[src/hw/rtl/ita_pkg.sv]
// ----------------------------------------------------------------------------
// ita_pkg
// Shared types, codes and helpers for the integer to ASCII converter.
// ----------------------------------------------------------------------------
package ita_pkg;

  localparam int ValueWidth = 64;
  localparam int ModeWidth  = 3;
  localparam int CharWidth  = 8;
  localparam int DigitCount = 16;
  localparam int CntWidth   = $clog2(DigitCount);

  localparam logic [ModeWidth-1:0] MODE_SDEC = 3'd0;
  localparam logic [ModeWidth-1:0] MODE_UDEC = 3'd1;
  localparam logic [ModeWidth-1:0] MODE_HEXL = 3'd2;
  localparam logic [ModeWidth-1:0] MODE_HEXU = 3'd3;

  // ceil(2^35 / 10); (x * RECIP10) >> 35 == x / 10 for any 32-bit x
  localparam logic [31:0] RECIP10     = 32'hCCCC_CCCD;
  localparam int          RecipShift  = 35;

  localparam logic [CharWidth-1:0] CHAR_MINUS = 8'h2D;
  localparam logic [CharWidth-1:0] CHAR_ZERO  = 8'h30;
  localparam logic [CharWidth-1:0] CHAR_X     = 8'h78;
  localparam logic [CharWidth-1:0] CHAR_UA    = 8'h41;
  localparam logic [CharWidth-1:0] CHAR_LA    = 8'h61;

  typedef enum logic [2:0] {
    ST_IDLE,
    ST_DIV_MUL,
    ST_DIV_UPD,
    ST_HEX,
    ST_EMIT_SIGN,
    ST_EMIT_ZERO,
    ST_EMIT_X,
    ST_EMIT_DIGIT
  } state_t;

  function automatic logic [CharWidth-1:0] digit_char(input logic [3:0] d,
                                                      input logic upper);
    logic [CharWidth-1:0] base;
    base = upper ? CHAR_UA : CHAR_LA;
    if (d < 4'd10) begin
      digit_char = CHAR_ZERO + {4'd0, d};
    end else begin
      digit_char = base + {4'd0, d} - 8'd10;
    end
  endfunction

endpackage

[src/hw/rtl/integer_to_ascii_digits_core.sv]
// ----------------------------------------------------------------------------
// integer_to_ascii_digits_core
// Converts a binary value to ASCII text, one character per output request.
//
// Input channel s_axis: one request carries a 64-bit value and a 3-bit mode
// (0 signed decimal, 1 unsigned decimal, 2 hex lowercase, 3 hex uppercase,
// anything else pointer: "0x" then 64-bit lowercase hex). Output channel
// m_axis: one ASCII character per request, most significant first, tlast on
// the final character of each value. No leading zeros; zero gives "0".
// Digits are first extracted least significant first into a 16-entry digit
// buffer, then emitted in reverse. Decimal uses one shared 32x32 reciprocal
// multiplier, with a multiply state then an update state per digit; hex
// shifts one nibble per cycle. s_axis_tready is high only while idle, and
// rises again once the last character sits in the output register. A stalled
// receiver holds the output register and the sequencer waits. Synchronous
// reset empties the output and returns to idle.
// ----------------------------------------------------------------------------
module integer_to_ascii_digits_core (
  input  logic        clk,
  input  logic        rst,
  input  logic        s_axis_tvalid,
  output logic        s_axis_tready,
  input  logic [71:0] s_axis_tdata,   // [63:0] value, [66:64] mode, [71:67] zero
  output logic        m_axis_tvalid,
  input  logic        m_axis_tready,
  output logic [7:0]  m_axis_tdata,   // [7:0] text_char
  output logic        m_axis_tlast    // last
);

  localparam int CW = ita_pkg::CntWidth;

  ita_pkg::state_t state, state_next;

  logic [ita_pkg::ValueWidth-1:0] mag;
  logic [63:0]                    prod;
  logic [3:0]                     dig [ita_pkg::DigitCount];
  logic [CW-1:0]                  cnt;
  logic                           neg;
  logic                           ptr;
  logic                           upper;

  logic [ita_pkg::ValueWidth-1:0] in_value;
  logic [ita_pkg::ModeWidth-1:0]  in_mode;
  logic [31:0]                    low32;
  logic                           accept;
  logic                           out_load;
  logic [7:0]                     out_char;
  logic                           out_last;
  logic                           emitting;

  logic [28:0] quot;
  logic [31:0] quot10;
  logic [31:0] rem;
  logic [ita_pkg::ValueWidth-1:0] mag_shr;
  ita_pkg::state_t first_emit;

  assign in_value = s_axis_tdata[63:0];
  assign in_mode  = s_axis_tdata[66:64];
  assign low32    = in_value[31:0];
  assign accept   = s_axis_tvalid && s_axis_tready;

  assign quot    = prod[63:ita_pkg::RecipShift];
  assign quot10  = {quot, 3'b000} + {2'b00, quot, 1'b0};
  assign rem     = mag[31:0] - quot10;
  assign mag_shr = mag >> 4;

  assign first_emit = neg ? ita_pkg::ST_EMIT_SIGN :
                      ptr ? ita_pkg::ST_EMIT_ZERO : ita_pkg::ST_EMIT_DIGIT;

  // next state
  always_comb begin
    state_next = state;
    unique case (state)
      ita_pkg::ST_IDLE: begin
        if (accept) begin
          if (in_mode == ita_pkg::MODE_SDEC || in_mode == ita_pkg::MODE_UDEC) begin
            state_next = ita_pkg::ST_DIV_MUL;
          end else begin
            state_next = ita_pkg::ST_HEX;
          end
        end
      end
      ita_pkg::ST_DIV_MUL: state_next = ita_pkg::ST_DIV_UPD;
      ita_pkg::ST_DIV_UPD: begin
        state_next = (quot == '0) ? first_emit : ita_pkg::ST_DIV_MUL;
      end
      ita_pkg::ST_HEX: begin
        if (mag_shr == '0) begin
          state_next = first_emit;
        end
      end
      ita_pkg::ST_EMIT_SIGN: begin
        if (out_load) state_next = ita_pkg::ST_EMIT_DIGIT;
      end
      ita_pkg::ST_EMIT_ZERO: begin
        if (out_load) state_next = ita_pkg::ST_EMIT_X;
      end
      ita_pkg::ST_EMIT_X: begin
        if (out_load) state_next = ita_pkg::ST_EMIT_DIGIT;
      end
      ita_pkg::ST_EMIT_DIGIT: begin
        if (out_load && cnt == '0) state_next = ita_pkg::ST_IDLE;
      end
      default: state_next = ita_pkg::ST_IDLE;
    endcase
  end

  // outputs of the sequencer
  always_comb begin
    s_axis_tready = 1'b0;
    emitting      = 1'b0;
    out_char      = ita_pkg::CHAR_ZERO;
    out_last      = 1'b0;
    unique case (state)
      ita_pkg::ST_IDLE:      s_axis_tready = 1'b1;
      ita_pkg::ST_EMIT_SIGN: begin
        emitting = 1'b1;
        out_char = ita_pkg::CHAR_MINUS;
      end
      ita_pkg::ST_EMIT_ZERO: begin
        emitting = 1'b1;
        out_char = ita_pkg::CHAR_ZERO;
      end
      ita_pkg::ST_EMIT_X: begin
        emitting = 1'b1;
        out_char = ita_pkg::CHAR_X;
      end
      ita_pkg::ST_EMIT_DIGIT: begin
        emitting = 1'b1;
        out_char = ita_pkg::digit_char(dig[cnt], upper);
        out_last = (cnt == '0);
      end
      default: ;
    endcase
    out_load = emitting && (!m_axis_tvalid || m_axis_tready);
  end

  // output register
  always_ff @(posedge clk) begin
    if (rst) begin
      m_axis_tvalid <= 1'b0;
    end else if (out_load) begin
      m_axis_tvalid <= 1'b1;
    end else if (m_axis_tready) begin
      m_axis_tvalid <= 1'b0;
    end
  end

  always_ff @(posedge clk) begin
    if (out_load) begin
      m_axis_tdata <= out_char;
      m_axis_tlast <= out_last;
    end
  end

  always_ff @(posedge clk) begin
    if (rst) begin
      state <= ita_pkg::ST_IDLE;
    end else begin
      state <= state_next;
    end
  end

  // datapath
  always_ff @(posedge clk) begin
    if (rst) begin
      cnt <= '0;
    end else begin
      unique case (state)
        ita_pkg::ST_IDLE: begin
          if (accept) begin
            cnt <= '0;
            case (in_mode)
              ita_pkg::MODE_SDEC: begin
                neg   <= low32[31];
                ptr   <= 1'b0;
                upper <= 1'b0;
                mag   <= {32'd0, low32[31] ? (~low32) + 32'd1 : low32};
              end
              ita_pkg::MODE_UDEC: begin
                neg   <= 1'b0;
                ptr   <= 1'b0;
                upper <= 1'b0;
                mag   <= {32'd0, low32};
              end
              ita_pkg::MODE_HEXL: begin
                neg   <= 1'b0;
                ptr   <= 1'b0;
                upper <= 1'b0;
                mag   <= {32'd0, low32};
              end
              ita_pkg::MODE_HEXU: begin
                neg   <= 1'b0;
                ptr   <= 1'b0;
                upper <= 1'b1;
                mag   <= {32'd0, low32};
              end
              default: begin
                neg   <= 1'b0;
                ptr   <= 1'b1;
                upper <= 1'b0;
                mag   <= in_value;
              end
            endcase
          end
        end
        ita_pkg::ST_DIV_MUL: begin
          prod <= mag[31:0] * ita_pkg::RECIP10;
        end
        ita_pkg::ST_DIV_UPD: begin
          dig[cnt] <= rem[3:0];
          mag      <= {35'd0, quot};
          if (quot != '0) cnt <= cnt + 1'b1;
        end
        ita_pkg::ST_HEX: begin
          dig[cnt] <= mag[3:0];
          mag      <= mag_shr;
          if (mag_shr != '0) cnt <= cnt + 1'b1;
        end
        ita_pkg::ST_EMIT_DIGIT: begin
          if (out_load && cnt != '0) cnt <= cnt - 1'b1;
        end
        default: ;
      endcase
    end
  end

  a_busy_after_accept: assert property (@(posedge clk) disable iff (rst)
    accept |=> !s_axis_tready)
    else $error("ready high right after accepting a value");

  a_dec_digit_count: assert property (@(posedge clk) disable iff (rst)
    (state == ita_pkg::ST_DIV_UPD) |-> (cnt <= CW'(9)))
    else $error("more than ten decimal digits");

  a_dec_mag_narrow: assert property (@(posedge clk) disable iff (rst)
    (state == ita_pkg::ST_DIV_MUL) |-> (mag[63:32] == '0))
    else $error("decimal magnitude wider than 32 bits");

  a_last_goes_idle: assert property (@(posedge clk) disable iff (rst)
    (out_load && out_last) |=> (state == ita_pkg::ST_IDLE))
    else $error("sequencer busy after last character");

endmodule
[config.mk]
export PLATFORM = sky130hd
export DESIGN_NAME = integer_to_ascii_digits_core
export DESIGN_NICKNAME = d
export VERILOG_FILES = /design/src/hw/rtl/ita_pkg.sv /design/src/hw/rtl/integer_to_ascii_digits_core.sv
export SDC_FILE = /design/constraint.sdc
export NUM_CORES = 1
export LEC_CHECK = 0
export ABC_AREA = 1
export BUFFER_PORTS_ARGS = -buffer_cell sky130_fd_sc_hd__buf_4
export CORE_AREA = 2 2 209 211
export CTS_BUF_LIST = sky130_fd_sc_hd__clkbuf_4 sky130_fd_sc_hd__clkbuf_8
export CTS_CLUSTER_DIAMETER = 30
export DETAILED_ROUTE_END_ITERATION = 16
export DIE_AREA = 0 0 211 213
export GPL_TIMING_DRIVEN = 0
export PLACE_DENSITY = 0.8
export RECOVER_POWER = 50
export SLEW_MARGIN = 40
export SYNTH_ARGS = -nofsm -noshare
export SYNTH_HDL_FRONTEND = slang
export SYNTH_SLANG_ARGS = --single-unit
[constraint.sdc]
create_clock -name clk -period 7.15 [get_ports clk]
set_input_delay 0.3575 -clock clk [delete_from_list [all_inputs] [get_ports clk]]
set_output_delay 0.3575 -clock clk [all_outputs]
set_load 0.05 [all_outputs]
==> impl_metrics.toml, run 1 <==
[run_status]
status = "finished, violations left"
violations = "max-capacitance violations, max-slew violations"

[run]
cap_violations = 2

[detailed_routing]
initialDrtViolationCount = 2655
num_vias = 22800
drc = 0
viasPerCell = 5.67
dr.pass1.iters = 8
drt-total-wl_um = 88200
detail-route-antenna-nets = 0
wire_per_inst_um = 22.0

[worst_hold_path]
hp-class = "in2reg"

[worst_setup_path]
path_class = "reg2reg"
critPathMostFrequentCell = "fa_1"
path_cells = "inv_1 > ha_2 > inv_1 > fa_1 > inv_1 > fa_1 > inv_1 > fa_1 > inv_1 > fa_1 > fa_1 > fa_1 > fa_1 > ha_1 > nand2_1 > nor2_1 > inv_1 > o21ai_2 > a21oi_1 > nand2_1 > nand2_1 > nand3_1 > nand2_1"
cp_slowest_cell = "fa_1"
worst_path_largest_cell_delay_ps = 560
worstPathRequired_ps = 7380
crit_end = "prod[63]"
cp-end-kind = "register"
reg2regPathDepth = 23
r2r_end = "prod[63]"
start_kind = "register"
critPathLaunch = "mag[15]"
r2r_slack_ps = 140
worstReg2RegStart = "mag[15]"
crit_fanout = 4
worstPathArrival_ps = 7240

[grt]
grt_pass1_vias = 23100
grt_max_degree = 36
grt_usage_pct = 40.5
antenna_found_initial = 1
grt_pass1_wl_um = 133000
gr-total-overflow = 0

[logic_synthesis]
yosysMostFrequentCell = "inv_1"
yosys.cell_types.count = 50
synth_common_cells = "885 x inv_1, 575 x nand2_1, 389 x fa_1"
yosysTopAreaCellShare_pct = 27.9
async_flop_share_pct = 0
yosysTopAreaCell = "fa_1"
synth-edff-count = 168
synth_nets = 4125
netlist_instances = 3294
synth_area_leaders = "fa_1 28%, edfxtp_1 18%, ha_1 16%"
synth_flop_cell = "edfxtp_1"
syn_area_per_cell_um2 = 8.47
yosysWarnings = 0
syn-cell-area_um2 = 27900
ys_ff_latch = 180
seq_area_frac_synth_pct = 18.9

[layout]
syn_to_final_growth_pct = 8.36
layout-drive-gt1-share_pct = 7.00
nNetsFinal = 4288
stdcell_area_um2 = 30200

[cts]
htreeDepth = 4
path_clk_slew_ps = 100
cts_tree = "yes"
root_buffer = "clkbuf_8"
clock_sinks = 180
numCtsBuffers = 17
hold_buffers = 0
clk_path_buf_depth = 2
clock_latency_ps = 500

[die]
io-pin-count = 87
start_util_pct = 65.3
dieArea_um2 = 44900
coreArea_um2 = 42700
rows = 76
die_y_um = 213
die_x_um = 211

[placed_design]
place_congestion = 1.05
dp_hpwl_um = 75200
portBuffers = 79
place_area_um2 = 29300

[timing]
worst_pin_slew_ps = 2090
slew_headroom_pct = -39.5
finalCritPeriodShare_pct = 98.0
fin_skew_ps = 11.4
setup_viol = 0
fmax_ghz = 0.143
slew_violations = 36
rsz0062_at_grt = "true"
hold_violations = 0
hold_slack_ps = 76.7
period_minus_slack_ps = 7010
[cell families (layout without fill, tap and decap cells)]
kind of cell	Yosys count	in the layout	share of synthesized area [%]
xor+xnor	65	65	2.04
mux	1	1	0.0404
fa+ha+maj	755	755	44.3
simple gates	1054	1054	15.7
flops	180	180	18.9
other cells	1	2	0.0134
buf+inv	935	1111	12.8
compound gates	303	303	6.12
[worst min path at each step]
stage	depth (start not counted)	startpoint	slack, ps	to
floorplan	1	rst	430	m_axis_tvalid
global placement	2	m_axis_tvalid	490	m_axis_tvalid
detailed placement	2	m_axis_tvalid	510	m_axis_tvalid
CTS	2	rst	50	m_axis_tvalid
global route	2	rst	60	m_axis_tvalid
finish	2	rst	80	m_axis_tvalid
[cells in the final DEF, fill, tap and decap left out, drive strengths merged, types with 6 or more instances in the layout]
cell type  synthesis  routed
o21bai            11      11
clkbuf            18      53
o211ai             6       6
nor2             245     245
inv              895     901
o221ai             7       7
ha               366     366
nor4               7       7
dfxtp             12      12
nand2            581     581
nand4             31      31
buf               22     149
fa               389     389
a21o              12      12
o21ai            130     130
a21oi            106     106
a22oi             19      19
nor3              25      25
edfxtp           168     168
xnor2             17      17
xor2              48      48
nand3            155     155
[critical path: cells and delay by family (launching register included)]
kind	cells	cell delay, ps
flops	1	540
compound gates	2	340
buf+inv	6	640
simple gates	6	870
fa+ha+maj	9	4340
[sequential cells by signal, indices dropped and copies added, names as in the netlist, 3 cells and up, named ones only]
signal / flops
dig: 64
mag: 64
prod: 29
m_axis_tdata: 7
cnt: 4
state: 3
[timing repair]
| item | in CTS | in global routing |
|---|---|---|
| setup buffers | 29 | 33 |
| setup endpoints to repair | 29 | 28 |
| resized for setup | 9 | 30 |
[metal layers]
| layer | track usage (%) | routed length (µm) | up-vias |
|---|---|---|---|
| met1 | 55.8 | 36200 | 10900 |
| met3 | 7.56 | 8090 | 215 |
| met2 | 63.4 | 39600 | 1190 |
| li1 | - | - | 10500 |
| met5 | 0 | 0 | - |
| met4 | 16.9 | 4330 | 0 |
[metrics by stage]
| stage | worst slack, ps | instances | TNS (ps) | util [%] |
|---|---|---|---|---|
| 2_1_floorplan | 1240 | 3294 | 0 | - |
| 3_3_place_gp | -438 | 3919 | -5440 | 68.3 |
| 3_5_place_dp | -480 | 3923 | -6030 | 68.5 |
| 4_1_cts | 2.95 | 3983 | 0 | 70.1 |
| 5_1_grt | -40.8 | 4016 | -162 | 70.8 |
| 6_report | 140 | 4017 | 0 | 70.8 |
[layout make-up]
class / instances / area (µm²)
Clock inverter: 14 / 169
Multi-Input combinational cell: 2179 / 19100
Timing Repair Buffer: 145 / 1140
Antenna cell: 1 / 2.50
Clock buffer: 18 / 241
Inverter: 895 / 3360
Buffer: 39 / 200
Tap cell: 546 / 683
Fill cell: 3439 / 12500
Sequential cell: 180 / 5290
Power of run 1 is not shown: default switching activity piles up to over one toggle a cycle in this logic, so the estimate is an artifact.
==> run 2: changes to the inputs <==
==> constraint.sdc (replaced) <==
create_clock -name clk -period 7 [get_ports clk]
set_input_delay 0.35 -clock clk [delete_from_list [all_inputs] [get_ports clk]]
set_output_delay 0.35 -clock clk [all_outputs]
set_load 0.05 [all_outputs]
==> impl_metrics.toml, run 2 (synthesis results as in run 1) <==
[run]
cap_violations = 2

[detailed_routing]
viasPerCell = 5.68
wire_per_inst_um = 22.1
drc = 0
detail-route-antenna-nets = 0
drt-total-wl_um = 89000
initialDrtViolationCount = 2415
dr.pass1.iters = 6
num_vias = 22900

[worst_hold_path]
hold_end = "m_axis_tvalid"
hp-class = "in2reg"
hp-start = "rst"
hold_depth = 2

[timing]
finalCritPeriodShare_pct = 98.7
hold_violations = 0
slew_headroom_pct = -35.8
setup_viol = 0
period_minus_slack_ps = 6910
fmax_ghz = 0.145
fin_skew_ps = 13.5
slew_violations = 36
rsz0062_at_grt = "true"
worst_pin_slew_ps = 2040

[cts]
clock_sinks = 180
clk_path_buf_depth = 2
htreeDepth = 4
cts_tree = "yes"
hold_buffers = 0
path_clk_slew_ps = 100
root_buffer = "clkbuf_8"
clock_latency_ps = 500
numCtsBuffers = 17

[worst_setup_path]
r2r_end = "prod[58]"
reg2regPathDepth = 24
worstPathArrival_ps = 7160
path_class = "reg2reg"
cp-end-kind = "register"
start_kind = "register"
crit_fanout = 6
worstPathRequired_ps = 7250
r2r_slack_ps = 90
worstReg2RegStart = "mag[8]"

[die]
die_y_um = 213
die_x_um = 211
io-pin-count = 87
coreArea_um2 = 42700
dieArea_um2 = 44900
start_util_pct = 65.3
rows = 76

[layout]
syn_to_final_growth_pct = 9.29
layout-drive-gt1-share_pct = 8.04
fin_cells = 4028
final_common_cell = "inv_1"
antenna_cells = 0
nNetsFinal = 4300
final_cell_mix = "885 x inv_1, 569 x nand2_1, 389 x fa_1"
reg_top3 = "dig: 64 flops, mag: 64 flops, prod: 29 flops"

[grt]
grt_pass1_wl_um = 134000
grt_usage_pct = 41.0
antenna_found_initial = 0
gr-total-overflow = 0
grt_pass1_vias = 23300
grt_max_degree = 36

[run_status]
violations = "max-capacitance violations, max-slew violations"
status = "finished, violations left"

[placed_design]
placed_cells = 3923
portBuffers = 79
place_congestion = 1.05
dp_hpwl_um = 75200
## run 2: cell count changes in the layout (fill, tap and decap cells not counted), sizes merged
cell	before	now
inv	901	900
buf	149	163
diode	1	0
clkinvlp	4	5
clkbuf	53	51
## run 2: routing by layer
| layer | part of all wire, % | up-vias | global-route usage, % |
|---|---|---|---|
| met5 | 0 | - | 0 |
| met4 | 5.4 | 0 | 18.7 |
| met3 | 9.8 | 232 | 7.78 |
| met2 | 45 | 1201 | 64.0 |
| met1 | 40 | 11000 | 55.9 |
| li1 | - | 10500 | - |
## run 2: worst max-delay path by stage
stage | from | end | slack, ps | cells after the start
floorplan | mag[0] | prod[45] | 1090 | 25
global placement | mag[7] | prod[56] | -590 | 23
detailed placement | mag[7] | prod[61] | -630 | 22
CTS | mag[1] | prod[45] | 10 | 24
global route | mag[8] | prod[56] | -80 | 24
finish | mag[8] | prod[58] | 90 | 24
## run 2: cell type report
class                   instances  area (µm²)
repair buffers                159        1220
multi-input cells            2179       19300
plain buffers                  37         191
inverters                     895        3360
well taps                     546         683
clock inverters                14         169
clock buffers                  18         241
fillers                      3395       12200
flip-flops and latches        180        5290
## run 2: per-stage QoR
stage	setup WS, ps	util [%]	instance area (µm²)	hold WS, ps	setup TNS, ps
6_report	88.8	71.4	30500	68.2	0
5_1_grt	-81.3	71.4	30500	54.0	-153
4_1_cts	10.9	70.9	30300	47.4	0
3_3_place_gp	-588	68.3	29200	492	-9740
2_1_floorplan	1090	-	27900	419	0
3_5_place_dp	-630	68.5	29300	505	-10380
## run 2: worst max-delay path, cell delays in order, from the launching register on
cell and delay [ps]:
edfxtp_1 420, buf_12 160, inv_1 50, ha_1 490, xnor2_1 400, o21ai_0 190, fa_1 570, inv_1 70
fa_1 500, fa_1 560, inv_1 60, fa_1 400, fa_1 600, fa_1 440, ha_1 330, a21oi_1 210
o21ai_0 200, inv_1 90, nand2_1 120, a21oi_1 270, nand2_1 120, nand2_1 190, nand2_1 70, nand2_1 70
nand2_1 70
## run 2: repair_timing
| item | CTS | global route |
|---|---|---|
| endpoints found under the setup margin | 29 | 28 |
| pin swaps | 0 | 0 |
| buffers inserted | 64 | 12 |
| resized for setup | 17 | 60 |
Power of run 2 is left out for the same reason.
